## src/hw/rtl/gfv_pkg.sv

```systemverilog
`timescale 1ns / 1ps

package gfv_pkg;

  // Field and datapath widths
  localparam int unsigned PW    = 32;   // positions, masses, gain
  localparam int unsigned DW    = 33;   // |source - body| per axis
  localparam int unsigned SQW   = 66;   // dx^2 + dy^2 + dz^2
  localparam int unsigned NPAIR = SQW / 2;  // root digits, one per cell
  localparam int unsigned RW    = NPAIR;    // floor(sqrt(S))
  localparam int unsigned REMW  = RW + 1;   // root remainder
  localparam int unsigned SCW   = 128;  // G * m_body * m_source * gain
  localparam int unsigned NW    = 160;  // scale * |d|
  localparam int unsigned DENW  = 115;  // S * R * 2^16
  localparam int unsigned QW    = 64;   // quotient / force width
  localparam int unsigned NDIV  = QW;   // divider cells, one per quotient bit

  // round(6.67430e-11 * 2^64)
  localparam logic [30:0] G_Q64 = 31'd1231191040;

  typedef enum logic [2:0] {
    REG_SRC_X    = 3'd0,
    REG_SRC_Y    = 3'd1,
    REG_SRC_Z    = 3'd2,
    REG_SRC_MASS = 3'd3,
    REG_GAIN     = 3'd4
  } cfg_reg_e;

  typedef struct packed {
    logic [2:0] neg;   // per-axis sign of source - body
    logic       zero;  // body sits on the source
    logic [2:0] big;   // quotient would not fit in 64 bits
  } flags_t;

endpackage

```

## src/hw/rtl/gfv_div_cell.sv

```systemverilog
`timescale 1ns / 1ps

// One quotient bit of a restoring divider; dividend bits shift out of nq
// while quotient bits shift in.
module gfv_div_cell
  import gfv_pkg::*;
(
  input  logic            clk_i,
  input  logic            en_i,
  input  logic [DENW-1:0] den_i,
  input  logic [DENW-1:0] rem_i,
  input  logic [QW-1:0]   nq_i,
  output logic [DENW-1:0] den_o,
  output logic [DENW-1:0] rem_o,
  output logic [QW-1:0]   nq_o
);

  logic [DENW:0] t;
  logic          take;

  assign t    = {rem_i, nq_i[QW-1]};
  assign take = (t >= {1'b0, den_i});

  always_ff @(posedge clk_i) begin
    if (en_i) begin
      den_o <= den_i;
      rem_o <= take ? DENW'(t - {1'b0, den_i}) : DENW'(t);
      nq_o  <= {nq_i[QW-2:0], take};
    end
  end

endmodule

```

## config.mk

```make
export PLATFORM = sky130hd
export DESIGN_NAME = gfv_div_cell
export DESIGN_NICKNAME = d
export VERILOG_FILES = /design/src/hw/rtl/gfv_pkg.sv /design/src/hw/rtl/gfv_div_cell.sv
export SDC_FILE = /design/constraint.sdc
export NUM_CORES = 1
export LEC_CHECK = 0
export BUFFER_PORTS_ARGS = -buffer_cell sky130_fd_sc_hd__clkbuf_2
export CORE_AREA = 2 2 232 234
export CTS_BUF_LIST = sky130_fd_sc_hd__clkbuf_16
export CTS_CLUSTER_SIZE = 8
export DETAILED_ROUTE_END_ITERATION = 6
export DIE_AREA = 0 0 234 236
export PLACE_DENSITY = 0.61
export SYNTH_ARGS = -nofsm -noshare
export SYNTH_HDL_FRONTEND = slang
export SYNTH_SLANG_ARGS = --single-unit
export TNS_END_PERCENT = 20
```

## constraint.sdc

```tcl
create_clock -name clk_i -period 6.45 [get_ports clk_i]
set_input_delay 0 -clock clk_i [delete_from_list [all_inputs] [get_ports clk_i]]
set_output_delay 0 -clock clk_i [all_outputs]
set_load 0.01 [all_outputs]
```

==> results.md <==
- Vias in the first global route: about 18000
- Port bufs: a little under 600
- Startpoint types: input port
- Ys Warns: 0
- Placed instance area: 21640 µm²
- Register area: 8828 µm²
- Unrepaired setup endpoints after global routing: false
- TNS Setup: 0 ps
- Number of fill cells in the layout: slightly below 5000
- TritonCTS Buffers: 44
- Slew @ Worst Pin: 994.3 ps
- Clock Pin Slew Worst Setup and Hold Paths: 50 ps
- Most frequent cells in the layout: clkbuf_2 (588), dlygate4sd3_1 (295), edfxtp_1 (294), nand2_1 (256), a21oi_1 (194)
- Hold path startpoint: nq_i[58]
- Area grow syn2layout: 41.60%
- Net Count, Synth: approximately 2300
- Worst Path Arrival: about 4800 ps
- Crit path max-delay family: compound AO/OA/AOI/OAI gates
- DR WL/cell: 20.32 µm
- Pre-CTS setup slack: between 1500 and 2000 ps
- DRT Pass-1 Iters: 7
- Critical Path Max Stage Delay: between 700 and 800 ps
- Fmax: 0.2246 GHz
- Synth unique cells: 72
- Slew margin rel.: 33.71%
- Finished Cell Area: roughly 26000 µm²
- Min Tclk post-route: between 4000 and 5000 ps
- Endpoints failing setup: 0
- GR Util All Layers: 24.42%
- Async S/R FF share, synth: 0%
- Die Wd: ~230 µm
- Total core area: ~53000 µm²
- Placer Congestion: between 0.9 and 1
- HPWL Detailed: around 54000 µm
- Critical path cell sequence: dlygate4sd3_1 > clkbuf_2 > inv_1 > ha_1 > a211o_1 > a21oi_1 > nand2_1 > a21oi_2 > nand3_1 > a211oi_2 > o31ai_2 > a221oi_2 > o21a_4 > buf_4 > a31o_1 > o21ai_1
- Critical Path Sink Type: register
- Failing checks: design-rule violations
- Pins Over Slew Limit: 0
- TritonCTS clock tree: built
- Multi-input logic area: roughly 8400 µm²
- Nets@finish: about 3100
- Gr ovfl total: 0
- Bufs and invs on worst path: 4
- Row count: 85
- Leak: 0.01114 µW
- Final ANT Viol Nets: 0
- Synthesized flop and latch total: 294
- Die area: between 50000 and 60000 µm²
- Number of synthesized flops with an enable pin: about 290
- Mapped cell area: approximately 18000 µm²
- Ratio of cells with drive above 1 in the final layout: between 20% and 30%
- PD cells: approximately 240 nW/µm²
- Required @ worst endpoint: roughly 6800 ps
- Syn_area_per_cell: 9.674 µm²
- Maximum Capacitance Violations: 0
- WL final: approximately 70000 µm
- PnR worst setup slack: 1998 ps
- Critical-path maximum fanout: 79
- Vias: ~18000
- Sequential share of the synthesized area: 48.46%
- Clock sink total: 294
- Final hold vios: 0
- CTS max path bufs: 3
- Clk root buf: clkbuf_16
- Cell taking the most area after synthesis: edfxtp_1
- CP Class: input port to register
- First-pass GRT wire length: ~100000 µm
- IO Pins: 590
- Outcome: finished with violations
- Post-Syn Instances: around 1900
- Vias per Instance: just over 5
- Peak VDD IR: 190.0 µV
- Hold Path Class: input port to register
- Critical-path top delay cell: o21a_4
- Synth area leaders: edfxtp_1 (48%), ha_1 (7.9%), a21oi_1 (5.3%)
- Hold Path Sink: nq_o[59]$_DFFE_PP_
- Die Y: between 200 and 250 µm
- Worst Hold Depth: 2
- # DRC: 3
- Main synth FF type: edfxtp_1
- Initial antenna violation count: 6
- CTS H-tree lvls: 2
- Largest net degree at the start of global routing: approximately 150
- Period utilization: between 60 and 70%
- Iter 0 DRT Violations: roughly 1300
- Starting Density: roughly a third
- Synth top area share: between 40% and 50%
- Most common cell after layout, fill and taps aside: clkbuf_2
==> per-layer routing <==
layer	GRT usage, %	up-vias	wire length (µm)	part of all wire [%]
met5	0	-	13	0.019
met4	7.039	2	1894	2.7
met3	4.860	113	4931	7.0
met2	42.13	715	33990	49
met1	30.72	8468	29130	42
li1	-	8553	-	-
==> worst max-delay path by stage <==
stage	start	depth (start not counted)	slack, ps	endpoint
2_1_floorplan	nq_i[63]	14	3510	rem_o[114]$_DFFE_PP_
3_3_place_gp	den_i[21]	15	2010	rem_o[111]$_DFFE_PP_
3_5_place_dp	den_i[21]	15	1890	rem_o[111]$_DFFE_PP_
4_1_cts	den_i[21]	16	1910	rem_o[111]$_DFFE_PP_
5_1_grt	nq_i[63]	17	1540	rem_o[111]$_DFFE_PP_
6_report	den_i[21]	16	2000	rem_o[111]$_DFFE_PP_
==> flip-flops by register name, summed over array words and instances (netlist names) <==
name   cells
den_o    115
nq_o      64
rem_o    115
==> cell usage after synthesis (11+ instances only) <==
| library cell | instances |
|---|---|
| a21o_1 | 40 |
| a21oi_1 | 194 |
| a31oi_1 | 13 |
| buf_2 | 44 |
| clkbuf_1 | 31 |
| edfxtp_1 | 294 |
| ha_1 | 115 |
| inv_1 | 140 |
| nand2_1 | 256 |
| nand2b_1 | 18 |
| nand3_1 | 13 |
| nand4_1 | 60 |
| nor2_1 | 109 |
| nor3_1 | 26 |
| nor4_1 | 14 |
| o211ai_1 | 11 |
| o21a_1 | 18 |
| o21ai_0 | 86 |
| o21ai_1 | 135 |
| o21bai_1 | 25 |
| xnor2_1 | 51 |
| xor2_1 | 56 |
==> cell type report <==
type	instances	share of cell area (%)
multi-input cells	1362	32.57
flip-flops and latches	294	34.23
inverters	141	2.052
clock inverters	11	0.3347
well taps	696	3.376
diodes	4	0.03880
repair buffers	890	23.14
clock buffers	44	4.269
==> repair_timing <==
item | in CTS | in global routing
setup buffers | 0 | 0
gates resized for setup | 0 | 0
hold buffers | 295 | 0
hold endpoints to repair | 367 | 0
==> through the flow <==
stage | instances | hold slack (ps) | util (%) | total power, µW
2_1_floorplan | 1883 | 98.87 | - | 3361
3_3_place_gp | 3088 | 177.2 | 40.79 | 4003
3_5_place_dp | 3088 | 178.6 | 40.79 | 4008
4_1_cts | 3438 | 124.8 | 48.59 | 6259
5_1_grt | 3440 | 139.3 | 48.60 | 6512
6_report | 3442 | 155.7 | 48.61 | 6226
==> power by group <==
| group | switching [µW] | leakage [µW] | internal (µW) | total [µW] |
|---|---|---|---|---|
| clock network | 838 | 0.000594 | 1240 | 2080 |
| logic | 1020 | 0.00767 | 678 | 1700 |
| registers | 71.4 | 0.00287 | 2380 | 2450 |
==> cell families after synthesis <==
group | after synthesis | share of synthesized area (%)
XOR/XNOR | 107 | 5.145
multiplexers | 4 | 0.2404
adder cells (fa/ha/maj) | 116 | 8.009
flip-flops | 294 | 48.46
AND/OR/NAND/NOR | 552 | 14.05
AO/OA/AOI/OAI | 583 | 18.63
buffers and inverters | 227 | 5.454
Note: power is estimated with default switching activity, not from simulation.
