**src/hw/rtl/gfv_pkg.sv**
```systemverilog
`timescale 1ns / 1ps

package gfv_pkg;

  // Field and datapath widths
  localparam int unsigned PW    = 32;   // positions, masses, gain
  localparam int unsigned DW    = 33;   // |source - body| per axis
  localparam int unsigned SQW   = 66;   // dx^2 + dy^2 + dz^2
  localparam int unsigned NPAIR = SQW / 2;  // root digits, one per cell
  localparam int unsigned RW    = NPAIR;    // floor(sqrt(S))
  localparam int unsigned REMW  = RW + 1;   // root remainder
  localparam int unsigned SCW   = 128;  // G * m_body * m_source * gain
  localparam int unsigned NW    = 160;  // scale * |d|
  localparam int unsigned DENW  = 115;  // S * R * 2^16
  localparam int unsigned QW    = 64;   // quotient / force width
  localparam int unsigned NDIV  = QW;   // divider cells, one per quotient bit

  // round(6.67430e-11 * 2^64)
  localparam logic [30:0] G_Q64 = 31'd1231191040;

  typedef enum logic [2:0] {
    REG_SRC_X    = 3'd0,
    REG_SRC_Y    = 3'd1,
    REG_SRC_Z    = 3'd2,
    REG_SRC_MASS = 3'd3,
    REG_GAIN     = 3'd4
  } cfg_reg_e;

  typedef struct packed {
    logic [2:0] neg;   // per-axis sign of source - body
    logic       zero;  // body sits on the source
    logic [2:0] big;   // quotient would not fit in 64 bits
  } flags_t;

endpackage

```
**src/hw/rtl/gfv_sqrt_cell.sv**
```systemverilog
`timescale 1ns / 1ps

// One digit of a restoring integer square root.
module gfv_sqrt_cell
  import gfv_pkg::*;
#(
  parameter int unsigned PAIR = 0
) (
  input  logic             clk_i,
  input  logic             en_i,
  input  logic [SQW-1:0]   s_i,
  input  logic [RW-1:0]    root_i,
  input  logic [REMW-1:0]  rem_i,
  output logic [SQW-1:0]   s_o,
  output logic [RW-1:0]    root_o,
  output logic [REMW-1:0]  rem_o
);

  logic [REMW+1:0] t;
  logic [REMW+1:0] trial;
  logic            take;

  assign t     = {rem_i, s_i[2*PAIR +: 2]};
  assign trial = {1'b0, root_i, 2'b01};
  assign take  = (t >= trial);

  always_ff @(posedge clk_i) begin
    if (en_i) begin
      s_o    <= s_i;
      root_o <= {root_i[RW-2:0], take};
      rem_o  <= take ? REMW'(t - trial) : REMW'(t);
    end
  end

endmodule

```
**config.mk**
```make
export PLATFORM = sky130hd
export DESIGN_NAME = gfv_sqrt_cell
export DESIGN_NICKNAME = d
export VERILOG_FILES = /design/src/hw/rtl/gfv_pkg.sv /design/src/hw/rtl/gfv_sqrt_cell.sv
export SDC_FILE = /design/constraint.sdc
export NUM_CORES = 1
export LEC_CHECK = 0
export ABC_AREA = 1
export BUFFER_PORTS_ARGS = -buffer_cell sky130_fd_sc_hd__buf_2
export CELL_PAD_IN_SITES_DETAIL_PLACEMENT = 1
export CELL_PAD_IN_SITES_GLOBAL_PLACEMENT = 1
export CORE_UTILIZATION = 39
export CTS_CLUSTER_SIZE = 12
export DETAILED_ROUTE_END_ITERATION = 8
export PLACE_DENSITY_LB_ADDON = 0.3
export SYNTH_ARGS = -nofsm -noshare
export SYNTH_HDL_FRONTEND = slang
export SYNTH_SLANG_ARGS = --single-unit
export TNS_END_PERCENT = 10
```
**constraint.sdc**
```tcl
create_clock -name clk_i -period 3 [get_ports clk_i]
set_clock_uncertainty 0.05 [all_clocks]
set_input_delay 0.3 -clock clk_i [delete_from_list [all_inputs] [get_ports clk_i]]
set_output_delay 0.3 -clock clk_i [all_outputs]
set_load 0.005 [all_outputs]
```
==> impl_metrics.tcl, run 1 <==
set metrics [dict create \
    n_fill_cell 2136 \
    status "complete, no violations" \
    synth_top_family_by_area "simple AND/OR/NAND/NOR gates" \
    synth_cells 781 \
    min_period_over_period 0.916 \
    synth-simple-area-share 0.244 \
    ant_nets 0 \
    grt_overflow 0 \
    synth_area_um2 7190 \
    cp.arrival_ns 2.98 \
    holdPathStages 1 \
    fin_util 0.560 \
    area_delta_synth_final_pct 40.3 \
    period_minus_slack_ns 2.75 \
    gr-usage-all-layers 0.286 \
    dieArea_um2 19000 \
    crit_chain "dlygate4sd3_1 -> buf_2 -> inv_1 -> ha_1 -> a21oi_1 -> and2_1 -> nand2_1 -> a21oi_2 -> nand2_2 -> nand2_4 -> nand2_8 -> inv_8 -> nand2_2 -> nand2_1" \
    ys_seq_area_frac 0.556 \
    portBuffers 267 \
    hpwlAfterDp_um 17700 \
    tightest_slew_ns 0.618 \
    max-vdd-ir-drop_v 0.000409 \
    finalHoldViolCount 0 \
    dieWidth_um 138 \
    cts_tree "yes" \
    avgRoutedWirePerCell_um 19.5 \
    fp.dieH_um 138 \
    cp_max_fo 37 \
    path_class "input pin to flip-flop" \
    wl_um 26800 \
    holdPathEnd "root_o[11]$_DFFE_PP_" \
    syn_nets 951 \
    path_buf_inv 4 \
    cts_root_buf "clkbuf_16" \
    relSlewSlack 0.588 \
    cts_buffer_depth 2 \
    synth_edf_count 133 \
    max_stage_delay_ns 0.55 \
    clock-sinks 133 \
    drtPass1Iterations 4 \
    max_freq_ghz 0.364 \
    cts_resized 0 \
    hold_start "root_i[10]" \
    finalSetupViolCount 0 \
    synthAdderAreaFrac 0.0609 \
    synth_cell_types 30 \
    regArea_um2 3990 \
    slowest_stage "dlygate4sd3_1" \
    clkTransAtPathRegs_ns 0.07 \
    place_congestion 0.875 \
    synth-seq-cells 133 \
    antenna_found_initial 3 \
    p_leak_nw 5.07 \
    multi_input_area_um2 2570 \
    synth_compound_area_frac 0.0313 \
    cpLargestDelayFamily "buffers and inverters" \
    yosys_most_used_dff "edfxtp_1" \
    start_util 0.399 \
    final_net_count 1304 \
    pin_count 268 \
    drc 0 \
    muxShareOfSynthArea 0 \
    async_reset_ff_frac 0 \
    cp.required_ns 3.23 \
    synth-xor-area-share 0.0219 \
    numCtsBuffers 17 \
    hp-class "input pin to flip-flop" \
    drv_cap 0 \
    syn_avg_cell_area_um2 9.20 \
    core_area_um2 18000 \
    vias 6702 \
    power_per_cell_area_nw_per_um2 567 \
    slew_viol_final 0 \
    drtIter0Drc 329 \
    h-tree-depth 4 \
    via_per_inst 4.86 \
    tns_ns 0 \
    ys.warnings.count 0 \
    grt_max_degree 63 \
    num_rows 49 \
    crit_path_end_kind "flip-flop" \
    drive_above_1_share 0.301 \
    start_kind "input pin" \
    rsz0062_at_grt "false" \
    worst-path-stages 14 \
    grt_pass1_vias 7137 \
    grt_pass1_wl_um 39600 \
]
-- power by group --
group          internal [mW]  switching [mW]  leakage (nW)  total (mW)
Clock                   1.32           0.934         0.290        2.25
Sequential              2.27          0.0621          1.30        2.33
Combinational          0.454           0.684          3.48        1.14
-- registers in the layout, indices dropped and copies added (netlist names) --
register,flops
s_o,66
rem_o,34
root_o,33
-- per-stage QoR --
step                power (mW)  cell area, um2  setup WS (ns)  hold slack (ns)  instances
floorplan                 2.89            7190           1.04            0.349        781
global placement          3.35            8770          0.486            0.427       1274
detailed placement        3.38            8770          0.400            0.429       1274
CTS                       5.66           10000          0.368         0.000131       1373
global route              5.96           10100          0.131          0.00170       1379
finish                    5.72           10100          0.251          0.00891       1379
-- how the worst max path moves through the flow --
| stage | end | from | slack (ns) |
|---|---|---|---|
| 2_1_floorplan | rem_o[25]$_DFFE_PP_ | root_i[16] | 1.04 |
| 3_3_place_gp | rem_o[18]$_DFFE_PP_ | root_i[17] | 0.49 |
| 3_5_place_dp | rem_o[19]$_DFFE_PP_ | root_i[13] | 0.40 |
| 4_1_cts | rem_o[19]$_DFFE_PP_ | root_i[25] | 0.37 |
| 5_1_grt | rem_o[19]$_DFFE_PP_ | root_i[25] | 0.13 |
| 6_report | rem_o[12]$_DFFE_PP_ | root_i[25] | 0.25 |
-- layer usage --
layer | GRT usage | wire length (um)
met1 | 0.323 | 10900
met2 | 0.515 | 13500
met3 | 0.0681 | 1630
met4 | 0.115 | 817
met5 | 0 | 0
-- layout by cell type, fill, tap and decap left out, types with 2 or more instances in the layout --
cell	Yosys	routed
a21oi_1	24	24
a21oi_2	2	2
and2_1	3	3
buf_2	0	266
buf_4	0	2
bufinv_16	0	3
clkbuf_16	0	17
clkinv_4	0	5
clkinvlp_4	0	2
diode_2	0	3
dlygate4sd3_1	0	70
edfxtp_1	133	133
ha_1	35	35
inv_1	140	140
inv_8	1	2
nand2_1	262	262
nand2_2	28	28
nand3_1	35	35
nand3_2	2	2
nand3b_1	5	5
nand4_1	6	6
nor2_1	48	48
nor2_2	6	6
nor2_4	2	2
nor3_1	4	4
o21ai_0	12	12
o21bai_1	3	3
xnor2_1	3	3
xor2_1	15	15
-- Yosys cell counts, types with 4 or more instances --
cell type	n	area, um2
nand3b_1	5	37.5
ha_1	35	438
a21oi_1	24	120
nor2_1	48	180
nor2_2	6	37.5
nor3_1	4	20.0
edfxtp_1	133	3990
nand2_2	28	175
nand3_1	35	175
inv_1	140	526
buf_6	4	45.0
nand2_1	262	983
xor2_1	15	131
nand4_1	6	37.5
o21ai_0	12	60.1
-- area by class of cell --
class | instances | share of cell area
clock buffer | 18 | 0.0426
tap | 229 | 0.0284
sequential | 133 | 0.396
timing repair buffer | 340 | 0.206
clock inverter | 14 | 0.0176
multi-input combinational | 500 | 0.255
antenna | 3 | 0.000744
inverter | 142 | 0.0536
-- logic make-up (layout without fill, tap and decap cells) --
| group | count (synthesis) | after routing |
|---|---|---|
| AOI/OAI and AO/OA | 42 | 42 |
| and+or+nand+nor | 405 | 405 |
| adders and majority gates | 35 | 35 |
| DFF | 133 | 133 |
| buffers and inverters | 148 | 514 |
| other | 0 | 3 |
| xor gates and xnor gates | 18 | 18 |
-- timing repair --
item,4_1_cts,5_1_grt
hold buffers,67,3
buffers inserted,0,0
setup endpoints to repair,0,0
endpoints found under the hold margin,67,3
(Power assumes the default switching activity.)
==> inputs of run 2 (changes only) <==
--- a/config.mk
+++ b/config.mk
@@ -5,11 +5,10 @@
 export SDC_FILE = /design/constraint.sdc
 export NUM_CORES = 1
 export LEC_CHECK = 0
-export ABC_AREA = 1
 export BUFFER_PORTS_ARGS = -buffer_cell sky130_fd_sc_hd__buf_2
 export CELL_PAD_IN_SITES_DETAIL_PLACEMENT = 1
 export CELL_PAD_IN_SITES_GLOBAL_PLACEMENT = 1
-export CORE_UTILIZATION = 39
+export CORE_UTILIZATION = 40
 export CTS_CLUSTER_SIZE = 12
 export DETAILED_ROUTE_END_ITERATION = 8
 export PLACE_DENSITY_LB_ADDON = 0.3
==> impl_metrics.tcl, run 2 <==
set metrics [dict create \
    status "complete, no violations" \
    n_fill_cell 1720 \
    min_period_over_period 0.943 \
    start_kind "input pin" \
    synth_area_um2 6400 \
    ys_seq_area_frac 0.624 \
    finalHoldViolCount 0 \
    place_congestion 0.857 \
    grt_max_degree 72 \
    cp.arrival_ns 2.95 \
    numCtsBuffers 17 \
    crit_path_end_kind "flip-flop" \
    start_util 0.415 \
    synth_edf_count 133 \
    max_freq_ghz 0.353 \
    top_register "s_o" \
    dieArea_um2 16500 \
    syn_avg_cell_area_um2 12.6 \
    fp.dieH_um 129 \
    path_class "input pin to flip-flop" \
    ant_nets 0 \
    drive_above_1_share 0.392 \
    syn_nets 680 \
    cts_buffer_depth 2 \
    dieWidth_um 129 \
    antenna_found_initial 4 \
    p_leak_nw 4.11 \
    power_per_cell_area_nw_per_um2 592 \
    total_power_mw 5.55 \
    grt_overflow 0 \
    synth-seq-cells 133 \
    gr-usage-all-layers 0.302 \
    cp.required_ns 3.12 \
    reg_top3 "s_o x66, rem_o x34, root_o x33" \
    avgRoutedWirePerCell_um 22.7 \
    synth_area_leaders "edfxtp_1, ha_1, o21ai_0, nand2_1, a21oi_1" \
    yosys_most_used_dff "edfxtp_1" \
    fin_ws_ns 0.170 \
    vias 5779 \
    cp_max_fo 13 \
    largest_reg_flops 66 \
    rsz0062_at_grt "false" \
    synth.most_common_cell "edfxtp_1" \
    clock-sinks 133 \
    final_common_cell "buf_2" \
    slew_viol_final 0 \
    final_net_count 1046 \
    hp-class "input pin to flip-flop" \
    drv_cap 0 \
    wl_um 25100 \
    max-vdd-ir-drop_v 0.000396 \
    portBuffers 267 \
    ys.warnings.count 0 \
    final_cell_mix "buf_2, edfxtp_1, dlygate4sd3_1, nand2_1, inv_1" \
    num_rows 45 \
    grt_pass1_vias 6205 \
    hpwlAfterDp_um 15300 \
    synth_cell_types 58 \
    drtIter0Drc 389 \
    tightest_slew_ns 0.505 \
    cts_setup_buffers 0 \
    synth_top_area_share 0.624 \
    cts_tree "yes" \
    pin_count 268 \
    period_minus_slack_ns 2.83 \
    grt_pass1_wl_um 36400 \
    core_area_um2 15400 \
    drtPass1Iterations 5 \
    relSlewSlack 0.663 \
    finalSetupViolCount 0 \
    area_delta_synth_final_pct 46.5 \
    via_per_inst 5.24 \
    drc 0 \
    h-tree-depth 4 \
    async_reset_ff_frac 0 \
    synthTopCellsByCount "edfxtp_1, nand2_1, inv_1" \
    clkTransAtPathRegs_ns 0.06 \
    synth_cells 510 \
    dp_slack_ns -0.0350 \
    synth_area_leader_cell "edfxtp_1" \
    cts_root_buf "clkbuf_16" \
]
-- run 2: cell types whose count changed after synthesis, moves of 6 or more --
cell,delta
a21oi_1,+11
nand2b_1,+7
a211oi_1,+7
nand3_1,-28
nand2_2,-27
nand2_1,-215
o21ai_1,+7
inv_1,-96
a21o_1,+7
nor2_2,-6
xnor2_1,+11
o21ai_0,+31
nor2_1,-22
-- run 2: final timing paths --
kind                        from                    to  slack (ns)  cells past startpoint
worst max-delay path  root_i[20]    rem_o[7]$_DFFE_PP_        0.17                     12
worst min-delay path  root_i[11]  root_o[12]$_DFFE_PP_        0.01                      1
-- run 2: kinds of logic (layout without fill, tap and decap cells) --
kind of cell,Yosys count,after routing,share of synthesized area
compound gates,140,140,0.139
other cells,0,4,0
buf+inv,59,437,0.0477
fa+ha+maj,35,35,0.0684
flops,133,133,0.624
simple gates,117,117,0.0860
xor+xnor,26,26,0.0356
-- run 2: repair_timing --
action | in CTS | in global routing
resized for setup | 0 | 7
hold buffers | 59 | 5
endpoints found under the hold margin | 59 | 5
setup endpoints to repair | 0 | 5
-- run 2: layout make-up --
cell class / count / area, um2 / area share
sequential: 133 / 3990 / 0.426
tap: 211 / 264 / 0.0282
multi-input combinational: 318 / 2130 / 0.227
timing repair buffer: 361 / 2230 / 0.238
antenna: 4 / 10.0 / 0.00107
clock buffer: 17 / 425 / 0.0454
clock inverter: 14 / 153 / 0.0163
inverter: 45 / 169 / 0.0180
-- run 2: worst max-delay path, cell delays in order --
cell and delay [ns]:
dlygate4sd3_1 0.54, buf_2 0.13, inv_1 0.07, ha_2 0.32, and4_1 0.22, a21oi_1 0.13, nor2_1 0.07, a211o_2 0.35
a211oi_4 0.25, buf_4 0.24, a211oi_1 0.11, a21o_1 0.20
-- run 2: per-layer routing --
metal | wire length (um) | track usage | vias up | part of all wire
met5 | 0 | 0 | - | 0
met4 | 1040 | 0.147 | 0 | 0.041
met3 | 2280 | 0.101 | 64 | 0.091
met2 | 12400 | 0.520 | 295 | 0.49
met1 | 9370 | 0.336 | 2791 | 0.37
li1 | - | - | 2629 | -
-- run 2: per-stage QoR --
step           utilization  cells  setup TNS [ns]  hold slack, ns  cell area (um2)
3_5_place_dp         0.527   1004         -0.0458           0.429             8120
6_report             0.608   1103               0          0.0118             9380
4_1_cts              0.602   1094               0        0.000351             9290
3_3_place_gp         0.527   1004               0           0.428             8120
2_1_floorplan            -    510               0           0.349             6400
5_1_grt              0.608   1102               0         0.00369             9380
-- run 2: report_power, final --
group	leakage, nW	switching [mW]	internal, mW
sequential	1.30	0.0724	2.27
clock	0.272	0.895	1.23
combinational	2.54	0.594	0.488
total	4.11	1.56	3.99
